`src/rtl/modbus_rtu_frame_fsm_defines.svh`:
```
// Assertion macros for the Modbus RTU framing block.
// Used by the modules that carry checks; no other dependencies.
`ifndef MODBUS_RTU_FRAME_FSM_DEFINES_SVH
`define MODBUS_RTU_FRAME_FSM_DEFINES_SVH
`ifndef SYNTHESIS
// Antecedent implies consequent in the same cycle
`define MRTU_ASSERT_IMPLY(label, clk, rst_n, ante, cons, msg) \
    label: assert property (@(posedge clk) disable iff (!rst_n) (ante) |-> (cons)) \
        else $error(msg);
// Antecedent implies consequent in the following cycle
`define MRTU_ASSERT_NEXT(label, clk, rst_n, ante, cons, msg) \
    label: assert property (@(posedge clk) disable iff (!rst_n) (ante) |=> (cons)) \
        else $error(msg);
`else
`define MRTU_ASSERT_IMPLY(label, clk, rst_n, ante, cons, msg)
`define MRTU_ASSERT_NEXT(label, clk, rst_n, ante, cons, msg)
`endif
`endif

```
`src/rtl/mrtu_pkg.sv`:
```
// Shared types and constants of the Modbus RTU framing block.
// No dependencies; mrtu_ctrl and the top refer to it by scoped names, the testbench imports it.
package mrtu_pkg;

    // Link states of the framing machine
    typedef enum logic [2:0] {
        ST_INIT       = 3'd0,
        ST_IDLE       = 3'd1,
        ST_EMIT       = 3'd2,
        ST_RECEIVE    = 3'd3,
        ST_WAIT       = 3'd4,
        ST_PROCESS    = 3'd5,
        ST_WAIT_TX    = 3'd6,
        ST_TX_TIMEOUT = 3'd7
    } link_state_t;

    // Status codes returned with every word
    typedef enum logic [2:0] {
        STS_OK       = 3'd0,
        STS_AGAIN    = 3'd1,
        STS_BUSY     = 3'd2,
        STS_FAULT    = 3'd3,
        STS_INVALID  = 3'd4,
        STS_NOBUF    = 3'd5,
        STS_TIMEDOUT = 3'd6,
        STS_WRERR    = 3'd7
    } status_t;

    // Command codes carried in the cmd field
    localparam logic [2:0] CMD_RX      = 3'd0;
    localparam logic [2:0] CMD_EXPIRY  = 3'd1;
    localparam logic [2:0] CMD_RELEASE = 3'd2;
    localparam logic [2:0] CMD_WRITE   = 3'd3;
    localparam logic [2:0] CMD_READ    = 3'd4;

    // Configuration port
    localparam int CFG_INDEX_W = 2;
    localparam int CFG_DATA_W  = 16;
    localparam logic [CFG_INDEX_W-1:0] REG_STATION   = 2'd0;
    localparam logic [CFG_INDEX_W-1:0] REG_GAP_SHORT = 2'd1;
    localparam logic [CFG_INDEX_W-1:0] REG_GAP_LONG  = 2'd2;

    localparam logic [7:0]  STATION_RESET   = 8'd1;
    localparam logic [15:0] GAP_SHORT_RESET = 16'd1719;
    localparam logic [15:0] GAP_LONG_RESET  = 16'd4010;

    // Configuration as seen by the control logic
    typedef struct packed {
        logic [7:0]  station_address;
        logic [15:0] gap_short_us;
        logic [15:0] gap_long_us;
    } cfg_t;

    // One input word
    typedef struct packed {
        logic [2:0]  cmd;
        logic [7:0]  rx_data;
        logic [7:0]  read_index;
        logic [15:0] caller_capacity;
        logic [15:0] tx_length;
        logic [7:0]  tx_tag;
        logic [15:0] tx_taken;
        logic        tx_error;
    } in_item_t;

endpackage

```
`src/rtl/mrtu_in_if.sv`:
```
// Input channel of the framing block: valid/ready handshake with the command word.
// Depends on nothing.
interface mrtu_in_if;
    logic        valid;
    logic        ready;
    logic [2:0]  cmd;
    logic [7:0]  rx_data;
    logic [7:0]  read_index;
    logic [15:0] caller_capacity;
    logic [15:0] tx_length;
    logic [7:0]  tx_tag;
    logic [15:0] tx_taken;
    logic        tx_error;

    modport source (
        output valid, cmd, rx_data, read_index, caller_capacity,
               tx_length, tx_tag, tx_taken, tx_error,
        input  ready
    );
    modport sink (
        input  valid, cmd, rx_data, read_index, caller_capacity,
               tx_length, tx_tag, tx_taken, tx_error,
        output ready
    );
endinterface

```
`src/rtl/mrtu_out_if.sv`:
```
// Result channel of the framing block: valid/ready handshake with the result word.
// CNT_W sets the width of the byte count fields; depends on nothing.
interface mrtu_out_if #(
    parameter int CNT_W = 9
);
    logic             valid;
    logic             ready;
    logic [2:0]       status;
    logic             timer_start;
    logic [15:0]      timer_load_us;
    logic             frame_ready;
    logic [CNT_W-1:0] frame_length;
    logic [7:0]       read_data;
    logic [CNT_W-1:0] tx_resume_offset;

    modport source (
        output valid, status, timer_start, timer_load_us, frame_ready,
               frame_length, read_data, tx_resume_offset,
        input  ready
    );
    modport sink (
        input  valid, status, timer_start, timer_load_us, frame_ready,
               frame_length, read_data, tx_resume_offset,
        output ready
    );
endinterface

```
`src/rtl/mrtu_store.sv`:
```
// Frame byte store: one write port and one registered read port.
// Depends on nothing; contents are undefined until written.
module mrtu_store #(
    parameter int DEPTH = 256,
    parameter int AW    = 8
) (
    input  logic          clk,
    input  logic          wr_en,
    input  logic [AW-1:0] wr_addr,
    input  logic [7:0]    wr_data,
    input  logic          rd_en,
    input  logic [AW-1:0] rd_addr,
    output logic [7:0]    rd_data
);

    logic [7:0] mem [DEPTH];

    // Write a received byte
    always_ff @(posedge clk)
    begin
        if (wr_en)
        begin
            mem[wr_addr] <= wr_data;
        end
    end

    // Register the read byte
    always_ff @(posedge clk)
    begin
        if (rd_en)
        begin
            rd_data <= mem[rd_addr];
        end
    end

endmodule

```
`src/rtl/mrtu_ctrl.sv`:
```
// Framing state machine: link state, byte count, transmit tracking and result registers.
// Depends on mrtu_pkg and the assertion macros in modbus_rtu_frame_fsm_defines.svh.
`include "modbus_rtu_frame_fsm_defines.svh"
module mrtu_ctrl #(
    parameter int FRAME_BYTES = 256,
    parameter int AW          = 8,
    parameter int CNT_W       = 9
) (
    input  logic               clk,
    input  logic               rst_n,
    input  logic               fire,
    input  mrtu_pkg::in_item_t item,
    input  mrtu_pkg::cfg_t     cfg,
    output logic               wr_en,
    output logic [AW-1:0]      wr_addr,
    output logic [7:0]         wr_data,
    output logic               rd_en,
    output logic [AW-1:0]      rd_addr,
    output logic [2:0]         status_reg,
    output logic               tstart_reg,
    output logic [15:0]        tload_reg,
    output logic               ready_reg,
    output logic [CNT_W-1:0]   flen_reg,
    output logic [CNT_W-1:0]   resume_reg,
    output logic               read_sel_reg
);

    localparam logic [15:0]      FRAME_W16 = 16'(FRAME_BYTES);
    localparam logic [CNT_W-1:0] FRAME_CNT = CNT_W'(FRAME_BYTES);

    // Fold a byte index into the store depth by restoring subtraction
    function automatic logic [AW-1:0] wrap_index(input logic [7:0] idx);
        logic [15:0] v;
        v = {8'd0, idx};
        for (int k = 5; k >= 0; k--)
        begin
            if (v >= 16'(FRAME_BYTES << k))
            begin
                v = v - 16'(FRAME_BYTES << k);
            end
        end
        return AW'(v);
    endfunction

    mrtu_pkg::link_state_t st_reg, st_next;
    logic [CNT_W-1:0] cnt_reg, cnt_next;
    logic [7:0]       tag_reg, tag_next;
    logic [15:0]      plen_reg, plen_next;
    logic [7:0]       first_byte_reg;

    mrtu_pkg::status_t status;
    logic              tstart;
    logic [15:0]       tload;
    logic              rdy;
    logic [CNT_W-1:0]  flen;

    logic [15:0] cnt16;
    logic [15:0] remaining;
    logic [15:0] gap_diff;
    logic        tx_oversize;
    logic        store_full;
    logic        addr_hit;

    // Shared decode terms
    always_comb
    begin
        cnt16       = 16'(cnt_reg);
        remaining   = item.tx_length - cnt16;
        gap_diff    = (cfg.gap_long_us >= cfg.gap_short_us)
                    ? (cfg.gap_long_us - cfg.gap_short_us) : 16'd0;
        tx_oversize = item.tx_length > FRAME_W16;
        store_full  = cnt_reg >= FRAME_CNT;
        addr_hit    = (first_byte_reg == 8'd0) || (first_byte_reg == cfg.station_address);
    end

    // Next state, counters and store write
    always_comb
    begin
        st_next   = st_reg;
        cnt_next  = cnt_reg;
        tag_next  = tag_reg;
        plen_next = plen_reg;
        wr_en     = 1'b0;
        wr_addr   = cnt_reg[AW-1:0];
        wr_data   = item.rx_data;
        unique case (item.cmd)
            mrtu_pkg::CMD_RX:
            begin
                if (st_reg == mrtu_pkg::ST_IDLE)
                begin
                    wr_en    = fire;
                    wr_addr  = '0;
                    cnt_next = CNT_W'(1);
                    st_next  = mrtu_pkg::ST_RECEIVE;
                end
                else if (st_reg == mrtu_pkg::ST_RECEIVE && !store_full)
                begin
                    wr_en    = fire;
                    cnt_next = cnt_reg + CNT_W'(1);
                end
            end
            mrtu_pkg::CMD_EXPIRY:
            begin
                unique case (st_reg)
                    mrtu_pkg::ST_INIT:
                    begin
                        st_next  = mrtu_pkg::ST_IDLE;
                        cnt_next = '0;
                    end
                    mrtu_pkg::ST_EMIT:    st_next = mrtu_pkg::ST_TX_TIMEOUT;
                    mrtu_pkg::ST_RECEIVE: st_next = mrtu_pkg::ST_WAIT;
                    mrtu_pkg::ST_WAIT:
                        st_next = addr_hit ? mrtu_pkg::ST_PROCESS : mrtu_pkg::ST_IDLE;
                    mrtu_pkg::ST_WAIT_TX: st_next = mrtu_pkg::ST_IDLE;
                    default:              st_next = st_reg;
                endcase
            end
            mrtu_pkg::CMD_RELEASE:
            begin
                if (st_reg == mrtu_pkg::ST_PROCESS && cnt16 < item.caller_capacity)
                begin
                    st_next = mrtu_pkg::ST_IDLE;
                end
            end
            mrtu_pkg::CMD_WRITE:
            begin
                if (!tx_oversize)
                begin
                    unique case (st_reg)
                        mrtu_pkg::ST_IDLE:
                        begin
                            priority if (item.tx_length == 16'd0 || item.tx_error)
                            begin
                                st_next = st_reg;
                            end
                            else if (item.tx_taken < item.tx_length)
                            begin
                                cnt_next  = CNT_W'(item.tx_taken);
                                st_next   = mrtu_pkg::ST_EMIT;
                                tag_next  = item.tx_tag;
                                plen_next = item.tx_length;
                            end
                            else
                            begin
                                st_next = mrtu_pkg::ST_WAIT_TX;
                            end
                        end
                        mrtu_pkg::ST_EMIT:
                        begin
                            priority if (cnt16 >= item.tx_length || item.tx_tag != tag_reg
                                         || item.tx_length != plen_reg)
                            begin
                                st_next = st_reg;
                            end
                            else if (item.tx_error || item.tx_taken == remaining)
                            begin
                                st_next = mrtu_pkg::ST_WAIT_TX;
                            end
                            else if (item.tx_taken < remaining)
                            begin
                                cnt_next = CNT_W'(cnt16 + item.tx_taken);
                            end
                            else
                            begin
                                st_next = st_reg;
                            end
                        end
                        mrtu_pkg::ST_TX_TIMEOUT:
                        begin
                            if (item.tx_tag == tag_reg)
                            begin
                                st_next = mrtu_pkg::ST_WAIT_TX;
                            end
                        end
                        default: st_next = st_reg;
                    endcase
                end
            end
            default: st_next = st_reg;
        endcase
    end

    // Result word: status, timer restart, frame ready and length
    always_comb
    begin
        status = mrtu_pkg::STS_OK;
        tstart = 1'b0;
        tload  = 16'd0;
        rdy    = 1'b0;
        flen   = '0;
        unique case (item.cmd)
            mrtu_pkg::CMD_RX:
            begin
                unique case (st_reg)
                    mrtu_pkg::ST_INIT:
                    begin
                        tstart = 1'b1;
                        tload  = cfg.gap_long_us;
                        status = mrtu_pkg::STS_AGAIN;
                    end
                    mrtu_pkg::ST_IDLE:
                    begin
                        tstart = 1'b1;
                        tload  = cfg.gap_short_us;
                    end
                    mrtu_pkg::ST_RECEIVE:
                    begin
                        if (store_full)
                        begin
                            status = mrtu_pkg::STS_NOBUF;
                        end
                        else
                        begin
                            tstart = 1'b1;
                            tload  = cfg.gap_short_us;
                        end
                    end
                    mrtu_pkg::ST_WAIT:
                    begin
                        tstart = 1'b1;
                        tload  = cfg.gap_long_us;
                        status = mrtu_pkg::STS_BUSY;
                    end
                    default: status = mrtu_pkg::STS_BUSY;
                endcase
            end
            mrtu_pkg::CMD_EXPIRY:
            begin
                unique case (st_reg)
                    mrtu_pkg::ST_INIT, mrtu_pkg::ST_EMIT, mrtu_pkg::ST_WAIT_TX:
                        status = mrtu_pkg::STS_OK;
                    mrtu_pkg::ST_RECEIVE:
                    begin
                        tstart = 1'b1;
                        tload  = gap_diff;
                    end
                    mrtu_pkg::ST_WAIT:       rdy    = addr_hit;
                    mrtu_pkg::ST_TX_TIMEOUT: status = mrtu_pkg::STS_BUSY;
                    default:                 status = mrtu_pkg::STS_FAULT;
                endcase
            end
            mrtu_pkg::CMD_RELEASE:
            begin
                unique case (st_reg)
                    mrtu_pkg::ST_PROCESS:
                    begin
                        if (cnt16 >= item.caller_capacity)
                        begin
                            status = mrtu_pkg::STS_INVALID;
                        end
                        else
                        begin
                            flen = cnt_reg;
                        end
                    end
                    mrtu_pkg::ST_EMIT, mrtu_pkg::ST_WAIT_TX, mrtu_pkg::ST_TX_TIMEOUT:
                        status = mrtu_pkg::STS_BUSY;
                    default: status = mrtu_pkg::STS_OK;
                endcase
            end
            mrtu_pkg::CMD_WRITE:
            begin
                if (tx_oversize)
                begin
                    status = mrtu_pkg::STS_INVALID;
                end
                else
                begin
                    unique case (st_reg)
                        mrtu_pkg::ST_INIT:
                        begin
                            tstart = 1'b1;
                            tload  = cfg.gap_long_us;
                            status = mrtu_pkg::STS_AGAIN;
                        end
                        mrtu_pkg::ST_IDLE:
                        begin
                            priority if (item.tx_length == 16'd0)
                            begin
                                status = mrtu_pkg::STS_FAULT;
                            end
                            else if (item.tx_error)
                            begin
                                status = mrtu_pkg::STS_WRERR;
                            end
                            else if (item.tx_taken < item.tx_length)
                            begin
                                tstart = 1'b1;
                                tload  = cfg.gap_short_us;
                                status = mrtu_pkg::STS_AGAIN;
                            end
                            else
                            begin
                                tstart = 1'b1;
                                tload  = cfg.gap_long_us;
                            end
                        end
                        mrtu_pkg::ST_EMIT:
                        begin
                            priority if (cnt16 >= item.tx_length)
                            begin
                                status = mrtu_pkg::STS_FAULT;
                            end
                            else if (item.tx_tag != tag_reg)
                            begin
                                status = mrtu_pkg::STS_BUSY;
                            end
                            else if (item.tx_length != plen_reg)
                            begin
                                status = mrtu_pkg::STS_INVALID;
                            end
                            else if (item.tx_error)
                            begin
                                tstart = 1'b1;
                                tload  = cfg.gap_long_us;
                                status = mrtu_pkg::STS_WRERR;
                            end
                            else if (item.tx_taken < remaining)
                            begin
                                tstart = 1'b1;
                                tload  = cfg.gap_short_us;
                                status = mrtu_pkg::STS_AGAIN;
                            end
                            else if (item.tx_taken == remaining)
                            begin
                                tstart = 1'b1;
                                tload  = cfg.gap_long_us;
                            end
                            else
                            begin
                                status = mrtu_pkg::STS_FAULT;
                            end
                        end
                        mrtu_pkg::ST_TX_TIMEOUT:
                        begin
                            if (item.tx_tag == tag_reg)
                            begin
                                tstart = 1'b1;
                                tload  = cfg.gap_long_us;
                                status = mrtu_pkg::STS_TIMEDOUT;
                            end
                            else
                            begin
                                status = mrtu_pkg::STS_BUSY;
                            end
                        end
                        default: status = mrtu_pkg::STS_BUSY;
                    endcase
                end
            end
            mrtu_pkg::CMD_READ: status = mrtu_pkg::STS_OK;
            default:            status = mrtu_pkg::STS_FAULT;
        endcase
    end

    // Store read for the read command
    always_comb
    begin
        rd_en   = fire && (item.cmd == mrtu_pkg::CMD_READ);
        rd_addr = wrap_index(item.read_index);
    end

    // Advance machine state and capture the result word
    always_ff @(posedge clk or negedge rst_n)
    begin
        if (!rst_n)
        begin
            st_reg       <= mrtu_pkg::ST_INIT;
            cnt_reg      <= '0;
            tag_reg      <= 8'd0;
            plen_reg     <= 16'd0;
            status_reg   <= 3'd0;
            tstart_reg   <= 1'b0;
            tload_reg    <= 16'd0;
            ready_reg    <= 1'b0;
            flen_reg     <= '0;
            resume_reg   <= '0;
            read_sel_reg <= 1'b0;
        end
        else if (fire)
        begin
            st_reg       <= st_next;
            cnt_reg      <= cnt_next;
            tag_reg      <= tag_next;
            plen_reg     <= plen_next;
            status_reg   <= status;
            tstart_reg   <= tstart;
            tload_reg    <= tload;
            ready_reg    <= rdy;
            flen_reg     <= flen;
            resume_reg   <= (st_next == mrtu_pkg::ST_EMIT) ? cnt_next : '0;
            read_sel_reg <= item.cmd == mrtu_pkg::CMD_READ;
        end
    end

    // Hold the address byte of the frame in progress
    always_ff @(posedge clk)
    begin
        if (fire && wr_en && wr_addr == '0)
        begin
            first_byte_reg <= item.rx_data;
        end
    end

    `MRTU_ASSERT_IMPLY(a_emit_below_len, clk, rst_n, st_reg == mrtu_pkg::ST_EMIT, cnt16 < plen_reg, "emit count reached frame length")
    `MRTU_ASSERT_IMPLY(a_count_bound, clk, rst_n, 1'b1, cnt_reg <= FRAME_CNT, "byte count beyond store depth")
    `MRTU_ASSERT_IMPLY(a_load_gated, clk, rst_n, !tstart_reg, tload_reg == 16'd0, "timer load without restart")
    `MRTU_ASSERT_IMPLY(a_ready_process, clk, rst_n, ready_reg, st_reg == mrtu_pkg::ST_PROCESS, "frame ready outside process state")

endmodule

```
`src/rtl/modbus_rtu_frame_fsm.sv`:
```
// Modbus RTU framing block: one command word in, one result word out.
// An accepted word is held in the input register, then its result in the result register.
// One word per cycle unless out_ch stalls; the link state keeps up, so words run back to back.
// rst_n clears the pipeline valids, the machine (init state, zero counts) and the registers
// to their defaults; store not cleared, user must read it only after it is written, unenforced.
// Depends on mrtu_pkg, mrtu_in_if, mrtu_out_if, mrtu_store, mrtu_ctrl and the assertion macros.
`include "modbus_rtu_frame_fsm_defines.svh"
module modbus_rtu_frame_fsm #(
    parameter int FRAME_BYTES = 256
) (
    input  logic                                 clk,
    input  logic                                 rst_n,
    mrtu_in_if.sink                              in_ch,
    mrtu_out_if.source                           out_ch,
    input  logic                                 cfg_we,
    input  logic [mrtu_pkg::CFG_INDEX_W-1:0]     cfg_index,
    input  logic [mrtu_pkg::CFG_DATA_W-1:0]      cfg_wdata
);

    localparam int AW    = $clog2(FRAME_BYTES);
    localparam int CNT_W = $clog2(FRAME_BYTES + 1);

    mrtu_pkg::cfg_t     cfg_reg;
    mrtu_pkg::in_item_t item_reg;
    logic               s1_valid_reg, s1_valid_next;
    logic               out_valid_reg, out_valid_next;
    logic               fire;

    logic             wr_en;
    logic [AW-1:0]    wr_addr;
    logic [7:0]       wr_data;
    logic             rd_en;
    logic [AW-1:0]    rd_addr;
    logic [7:0]       rd_data;
    logic [2:0]       status_reg;
    logic             tstart_reg;
    logic [15:0]      tload_reg;
    logic             ready_reg;
    logic [CNT_W-1:0] flen_reg;
    logic [CNT_W-1:0] resume_reg;
    logic             read_sel_reg;

    // Write configuration registers
    always_ff @(posedge clk or negedge rst_n)
    begin
        if (!rst_n)
        begin
            cfg_reg.station_address <= mrtu_pkg::STATION_RESET;
            cfg_reg.gap_short_us    <= mrtu_pkg::GAP_SHORT_RESET;
            cfg_reg.gap_long_us     <= mrtu_pkg::GAP_LONG_RESET;
        end
        else if (cfg_we)
        begin
            unique case (cfg_index)
                mrtu_pkg::REG_STATION:   cfg_reg.station_address <= cfg_wdata[7:0];
                mrtu_pkg::REG_GAP_SHORT: cfg_reg.gap_short_us    <= cfg_wdata;
                mrtu_pkg::REG_GAP_LONG:  cfg_reg.gap_long_us     <= cfg_wdata;
                default:                 cfg_reg <= cfg_reg;
            endcase
        end
    end

    // Pipeline handshake: process a held word when the result slot is free
    always_comb
    begin
        fire           = s1_valid_reg && (!out_valid_reg || out_ch.ready);
        in_ch.ready    = !s1_valid_reg || fire;
        s1_valid_next  = (in_ch.valid && in_ch.ready) ? 1'b1 : (fire ? 1'b0 : s1_valid_reg);
        out_valid_next = fire ? 1'b1 : (out_ch.ready ? 1'b0 : out_valid_reg);
    end

    always_ff @(posedge clk or negedge rst_n)
    begin
        if (!rst_n)
        begin
            s1_valid_reg  <= 1'b0;
            out_valid_reg <= 1'b0;
        end
        else
        begin
            s1_valid_reg  <= s1_valid_next;
            out_valid_reg <= out_valid_next;
        end
    end

    // Capture the input word
    always_ff @(posedge clk)
    begin
        if (in_ch.valid && in_ch.ready)
        begin
            item_reg.cmd             <= in_ch.cmd;
            item_reg.rx_data         <= in_ch.rx_data;
            item_reg.read_index      <= in_ch.read_index;
            item_reg.caller_capacity <= in_ch.caller_capacity;
            item_reg.tx_length       <= in_ch.tx_length;
            item_reg.tx_tag          <= in_ch.tx_tag;
            item_reg.tx_taken        <= in_ch.tx_taken;
            item_reg.tx_error        <= in_ch.tx_error;
        end
    end

    mrtu_store #(
        .DEPTH (FRAME_BYTES),
        .AW    (AW)
    ) u_store (
        .clk     (clk),
        .wr_en   (wr_en),
        .wr_addr (wr_addr),
        .wr_data (wr_data),
        .rd_en   (rd_en),
        .rd_addr (rd_addr),
        .rd_data (rd_data)
    );

    mrtu_ctrl #(
        .FRAME_BYTES (FRAME_BYTES),
        .AW          (AW),
        .CNT_W       (CNT_W)
    ) u_ctrl (
        .clk          (clk),
        .rst_n        (rst_n),
        .fire         (fire),
        .item         (item_reg),
        .cfg          (cfg_reg),
        .wr_en        (wr_en),
        .wr_addr      (wr_addr),
        .wr_data      (wr_data),
        .rd_en        (rd_en),
        .rd_addr      (rd_addr),
        .status_reg   (status_reg),
        .tstart_reg   (tstart_reg),
        .tload_reg    (tload_reg),
        .ready_reg    (ready_reg),
        .flen_reg     (flen_reg),
        .resume_reg   (resume_reg),
        .read_sel_reg (read_sel_reg)
    );

    // Drive the result word
    always_comb
    begin
        out_ch.valid            = out_valid_reg;
        out_ch.status           = status_reg;
        out_ch.timer_start      = tstart_reg;
        out_ch.timer_load_us    = tload_reg;
        out_ch.frame_ready      = ready_reg;
        out_ch.frame_length     = flen_reg;
        out_ch.read_data        = read_sel_reg ? rd_data : 8'd0;
        out_ch.tx_resume_offset = resume_reg;
    end

    `MRTU_ASSERT_NEXT(a_accept_held, clk, rst_n, in_ch.valid && in_ch.ready, s1_valid_reg,
        "accepted word not held")
    `MRTU_ASSERT_NEXT(a_fire_result, clk, rst_n, fire, out_valid_reg,
        "processed word gave no result")
    `MRTU_ASSERT_IMPLY(a_no_overwrite, clk, rst_n, fire, !out_valid_reg || out_ch.ready,
        "result overwritten while stalled")

endmodule

```
`src/flat_wrapper.sv`:
```
// flat-port wrapper written by rule: the top's interface ports become plain ports
module modbus_rtu_frame_fsm_flat import mrtu_pkg::*;
#(
    parameter int FRAME_BYTES = 256
)
  (clk, rst_n, cfg_we, cfg_index, cfg_wdata, in_ch_valid, in_ch_cmd, in_ch_rx_data, in_ch_read_index, in_ch_caller_capacity, in_ch_tx_length, in_ch_tx_tag, in_ch_tx_taken, in_ch_tx_error, in_ch_ready, out_ch_valid, out_ch_status, out_ch_timer_start, out_ch_timer_load_us, out_ch_frame_ready, out_ch_frame_length, out_ch_read_data, out_ch_tx_resume_offset, out_ch_ready);
  mrtu_in_if in_ch_i ();
  mrtu_out_if #(.CNT_W(9)) out_ch_i ();
  input  logic clk;
  input  logic rst_n;
  input  logic cfg_we;
  input  logic [mrtu_pkg::CFG_INDEX_W-1:0] cfg_index;
  input  logic [mrtu_pkg::CFG_DATA_W-1:0] cfg_wdata;
  input wire logic [$bits(in_ch_i.valid)-1:0] in_ch_valid;
  input wire logic [$bits(in_ch_i.cmd)-1:0] in_ch_cmd;
  input wire logic [$bits(in_ch_i.rx_data)-1:0] in_ch_rx_data;
  input wire logic [$bits(in_ch_i.read_index)-1:0] in_ch_read_index;
  input wire logic [$bits(in_ch_i.caller_capacity)-1:0] in_ch_caller_capacity;
  input wire logic [$bits(in_ch_i.tx_length)-1:0] in_ch_tx_length;
  input wire logic [$bits(in_ch_i.tx_tag)-1:0] in_ch_tx_tag;
  input wire logic [$bits(in_ch_i.tx_taken)-1:0] in_ch_tx_taken;
  input wire logic [$bits(in_ch_i.tx_error)-1:0] in_ch_tx_error;
  output wire logic [$bits(in_ch_i.ready)-1:0] in_ch_ready;
  output wire logic [$bits(out_ch_i.valid)-1:0] out_ch_valid;
  output wire logic [$bits(out_ch_i.status)-1:0] out_ch_status;
  output wire logic [$bits(out_ch_i.timer_start)-1:0] out_ch_timer_start;
  output wire logic [$bits(out_ch_i.timer_load_us)-1:0] out_ch_timer_load_us;
  output wire logic [$bits(out_ch_i.frame_ready)-1:0] out_ch_frame_ready;
  output wire logic [$bits(out_ch_i.frame_length)-1:0] out_ch_frame_length;
  output wire logic [$bits(out_ch_i.read_data)-1:0] out_ch_read_data;
  output wire logic [$bits(out_ch_i.tx_resume_offset)-1:0] out_ch_tx_resume_offset;
  input wire logic [$bits(out_ch_i.ready)-1:0] out_ch_ready;
  assign in_ch_i.valid = in_ch_valid;
  assign in_ch_i.cmd = in_ch_cmd;
  assign in_ch_i.rx_data = in_ch_rx_data;
  assign in_ch_i.read_index = in_ch_read_index;
  assign in_ch_i.caller_capacity = in_ch_caller_capacity;
  assign in_ch_i.tx_length = in_ch_tx_length;
  assign in_ch_i.tx_tag = in_ch_tx_tag;
  assign in_ch_i.tx_taken = in_ch_tx_taken;
  assign in_ch_i.tx_error = in_ch_tx_error;
  assign in_ch_ready = in_ch_i.ready;
  assign out_ch_valid = out_ch_i.valid;
  assign out_ch_status = out_ch_i.status;
  assign out_ch_timer_start = out_ch_i.timer_start;
  assign out_ch_timer_load_us = out_ch_i.timer_load_us;
  assign out_ch_frame_ready = out_ch_i.frame_ready;
  assign out_ch_frame_length = out_ch_i.frame_length;
  assign out_ch_read_data = out_ch_i.read_data;
  assign out_ch_tx_resume_offset = out_ch_i.tx_resume_offset;
  assign out_ch_i.ready = out_ch_ready;
  modbus_rtu_frame_fsm #(.FRAME_BYTES(FRAME_BYTES)) u_core (.clk(clk), .rst_n(rst_n), .in_ch(in_ch_i), .out_ch(out_ch_i), .cfg_we(cfg_we), .cfg_index(cfg_index), .cfg_wdata(cfg_wdata));
endmodule
```
`config.mk`:
```
export PLATFORM = sky130hd
export DESIGN_NAME = modbus_rtu_frame_fsm_flat
export DESIGN_NICKNAME = d
export VERILOG_FILES = /design/src/rtl/mrtu_pkg.sv /design/src/rtl/mrtu_in_if.sv /design/src/rtl/mrtu_out_if.sv /design/src/rtl/mrtu_store.sv /design/src/rtl/mrtu_ctrl.sv /design/src/rtl/modbus_rtu_frame_fsm.sv /design/src/flat_wrapper.sv
export VERILOG_INCLUDE_DIRS = /design/src /design/src/rtl
export SDC_FILE = /design/constraint.sdc
export NUM_CORES = 2
export LEC_CHECK = 0
export BUFFER_PORTS_ARGS = -buffer_cell sky130_fd_sc_hd__clkbuf_2
export CAP_MARGIN = 20
export CORE_MARGIN = 4
export CORE_UTILIZATION = 43
export DETAILED_ROUTE_END_ITERATION = 6
export GPL_ROUTABILITY_DRIVEN = 1
export SYNTH_ARGS = -nofsm -noshare
export SYNTH_HDL_FRONTEND = slang
export SYNTH_SLANG_ARGS = --single-unit
```
`constraint.sdc`:
```
create_clock -name clk -period 6.56 [get_ports clk]
set_input_delay 0.984 -clock clk [delete_from_list [all_inputs] [get_ports clk]]
set_output_delay 0.984 -clock clk [all_outputs]
set_load 0.01 [all_outputs]
```
==> metrics.cfg <==
[detailed_routing]
firstDrtPassIters=6
ant_nets=0
drt_iter0_markers=4873
wl_um=215200
num_vias=44250
vias_per_cell=5.822
post_drt_wl_per_cell_um=28.31
drc=0

[logic_synthesis]
synth_seq_area_share_pct=74.17
async_flop_share_pct=5.226
synth_fp_nets=4566
synth_area_leaders=edfxtp_1 (71%), mux4_2 (17%), dfrtp_1 (2.8%)
ys_types=75
netlist_area_um2=90660
synth_flop_cell=edfxtp_1
ys_top_cells_by_count=edfxtp_1 (2,140), mux4_2 (672), nor2_1 (341)
synth_area_per_cell_um2=20.65
yosys.area.top_type_share_pct=70.89
synth_edf_count=2140
ys_ff_latch=2258
synthCells=4390
yosys_warnings=0
synth_most_common_cell=edfxtp_1
synth_area_leader_cell=edfxtp_1

[worst_setup_path]
path_cells=inv_1, ha_1, nor2b_1, o21ai_0, a21oi_1, o21ai_0, a21o_1, a21oi_1, o31ai_1, nand3_1, xnor2_1, ha_1, and3_1, a221o_1, a221oi_1, and4b_1, and4_1, mux2i_1, nor3_1, nor4_1, a21oi_1
r2r_slack_ps=680
critPathLaunchType=flip-flop
r2r_cells=21
reg2reg_from=u_core.u_ctrl.cnt_reg[1]
cp-startpoint=u_core.u_ctrl.cnt_reg[1]
worst_setup_path_end_kind=flip-flop
worstPathMaxFanout=8
worstPathRequired_ps=7290
worstSetupPathType=reg -> reg
r2r-end=u_core.u_ctrl.cnt_reg[7]
critPathMaxStageDelay_ps=690
crit_path_top_delay_cell=o31ai_1
crit_arrival_ps=6600
critPathMostFrequentCell=a21oi_1

[clock_tree]
cts_tree=built
cts.sinks=2258
cts_root_buffer=clkbuf_16
clk_pin_slew_worst_paths_ps=70
htreeDepth=4
cts_resized=0
clock_latency_ps=860
post_cts_buffers=0
hold_buffers=0
clk_path_buf_depth=3
cts_made_buffers=219

[grt]
grt_use_met1_pct=28.65
grt_max_degree=234
grtUsageMet3_pct=3.688
grt_pass1_wl_um=317700
grt_usage_pct=19.78
antenna_found_initial=7
met2_usage_pct=31.25
grt_pass1_vias=45110
grt-ovfl-total=0
grt-busiest-layer=met2

[floorplanning]
fp-row-count=168
fp.dieW_um=467.2
placeableCoreArea_um2=209600
ioPinCount=148
die_area_um2=218200
start_util_pct=43.26
fp.dieH_um=467.2

[timing]
drv_slew=0
whs_ps=246.8
min_period_over_period_pct=89.62
finalSetupViolCount=0
tns_ps=0
hold_viol_final=0
max_freq_ghz=0.1701
rsz0062_at_grt=false
setup_ws_ps=680.9
tightest_slew_ps=1298
slew_headroom_pct=13.45
fin_skew_ps=50.20
period_needed_ps=5879

[worst_hold_path]
min_path_type=in -> async

[place]
place.gp.congestion=0.8775
post-dp-hpwl_um=130600
port-buffer-count=147
pre_cts_slack_ps=811.5

[power]
p_per_area_nw_per_um2=298.9
leakagePower_nw=32.16
peakVddDrop_mv=0.2727

[job]
cap_viol_max_count=0

[final_layout]
largest_reg_flops=2048
final_layout_size_suffix_gt1_share_pct=26.67
nFillCells=17040
final_nets=4789
syn2layout_area_growth_pct=12.08

[run_status]
outcome=finished, final reports clean

worst max-delay path by stage:
stage	to	depth (start not counted)
final	u_core.u_ctrl.cnt_reg[7]	21
after global routing	u_core.u_ctrl.cnt_reg[6]	21
after CTS	u_core.u_ctrl.cnt_reg[7]	21
after detailed placement	u_core.u_ctrl.cnt_reg[7]	21
after global placement	u_core.u_ctrl.cnt_reg[6]	21
after floorplan	u_core.u_ctrl.cnt_reg[6]	22
logic make-up after synthesis:
logic type | after synthesis | synth area share (%)
DFF | 2258 | 74.17
and+or+nand+nor | 648 | 3.125
adders and majority gates | 77 | 1.088
muxes | 727 | 17.37
xor gates and xnor gates | 61 | 0.5893
buffers and inverters | 299 | 1.321
AOI/OAI and AO/OA | 320 | 2.342
power by group:
| group | leakage [nW] | switching [mW] | total [mW] | internal, mW |
|---|---|---|---|---|
| combinational | 8.11 | 1.42 | 2.37 | 0.949 |
| clock | 3.27 | 5.38 | 11.9 | 6.53 |
| sequential | 20.8 | 0.155 | 16.1 | 15.9 |
| total | 32.2 | 6.95 | 30.4 | 23.4 |
worst max-delay path, delay by kind of cell, from the launching register on:
family                   cells  cell delay [ps]
AO/OA/AOI/OAI                9             2310
AND/OR/NAND/NOR              7             1810
adder cells (fa/ha/maj)      2              570
flip-flops                   1              380
multiplexers                 1              270
buffers and inverters        1              230
XOR/XNOR                     1              170
metal layers:
layer | wire length, um | share of wire, %
met5 | 0 | 0
met4 | 4692 | 2.2
met3 | 14410 | 6.7
met2 | 104200 | 48
met1 | 91890 | 43
metrics by stage:
step                utilization (%)  total power [mW]  cells  instance area [um2]
CTS                           48.47             30.63   7599               101600
detailed placement            45.26             18.76   7196                94860
finish                        48.48             30.37   7601               101600
global placement              45.26             18.74   7196                94860
floorplan                         -             17.93   4390                90660
global route                  48.48             31.43   7601               101600
layout make-up:
type	count	area, um2	area share, %
Antenna cell	1	2.502	0.002463
Clock buffer	280	5761	5.669
Clock inverter	123	970.9	0.9555
Inverter	68	255.2	0.2512
Multi-Input combinational cell	1833	22250	21.90
Sequential cell	2258	67240	66.17
Tap cell	2805	3510	3.454
Timing Repair Buffer	233	1622	1.596
layout by cell type (no fill, tap or decap), types with 28 or more instances in the layout:
cell,netlist,layout
nand3_1,32,30
inv_1,67,67
clkinv_1,1,57
clkbuf_1,152,57
mux2_2,49,49
nor2_1,341,341
clkinv_2,0,34
o21ai_0,74,74
xnor2_1,35,35
a21oi_1,70,70
buf_4,1,68
ha_1,74,74
nor3_1,30,28
a22oi_1,46,46
mux4_2,672,672
dfrtp_1,101,101
nand2_1,137,136
edfxtp_1,2140,2140
clkbuf_2,0,146
clkbuf_16,0,220
No activity file was read; power rests on OpenSTA's default activity.
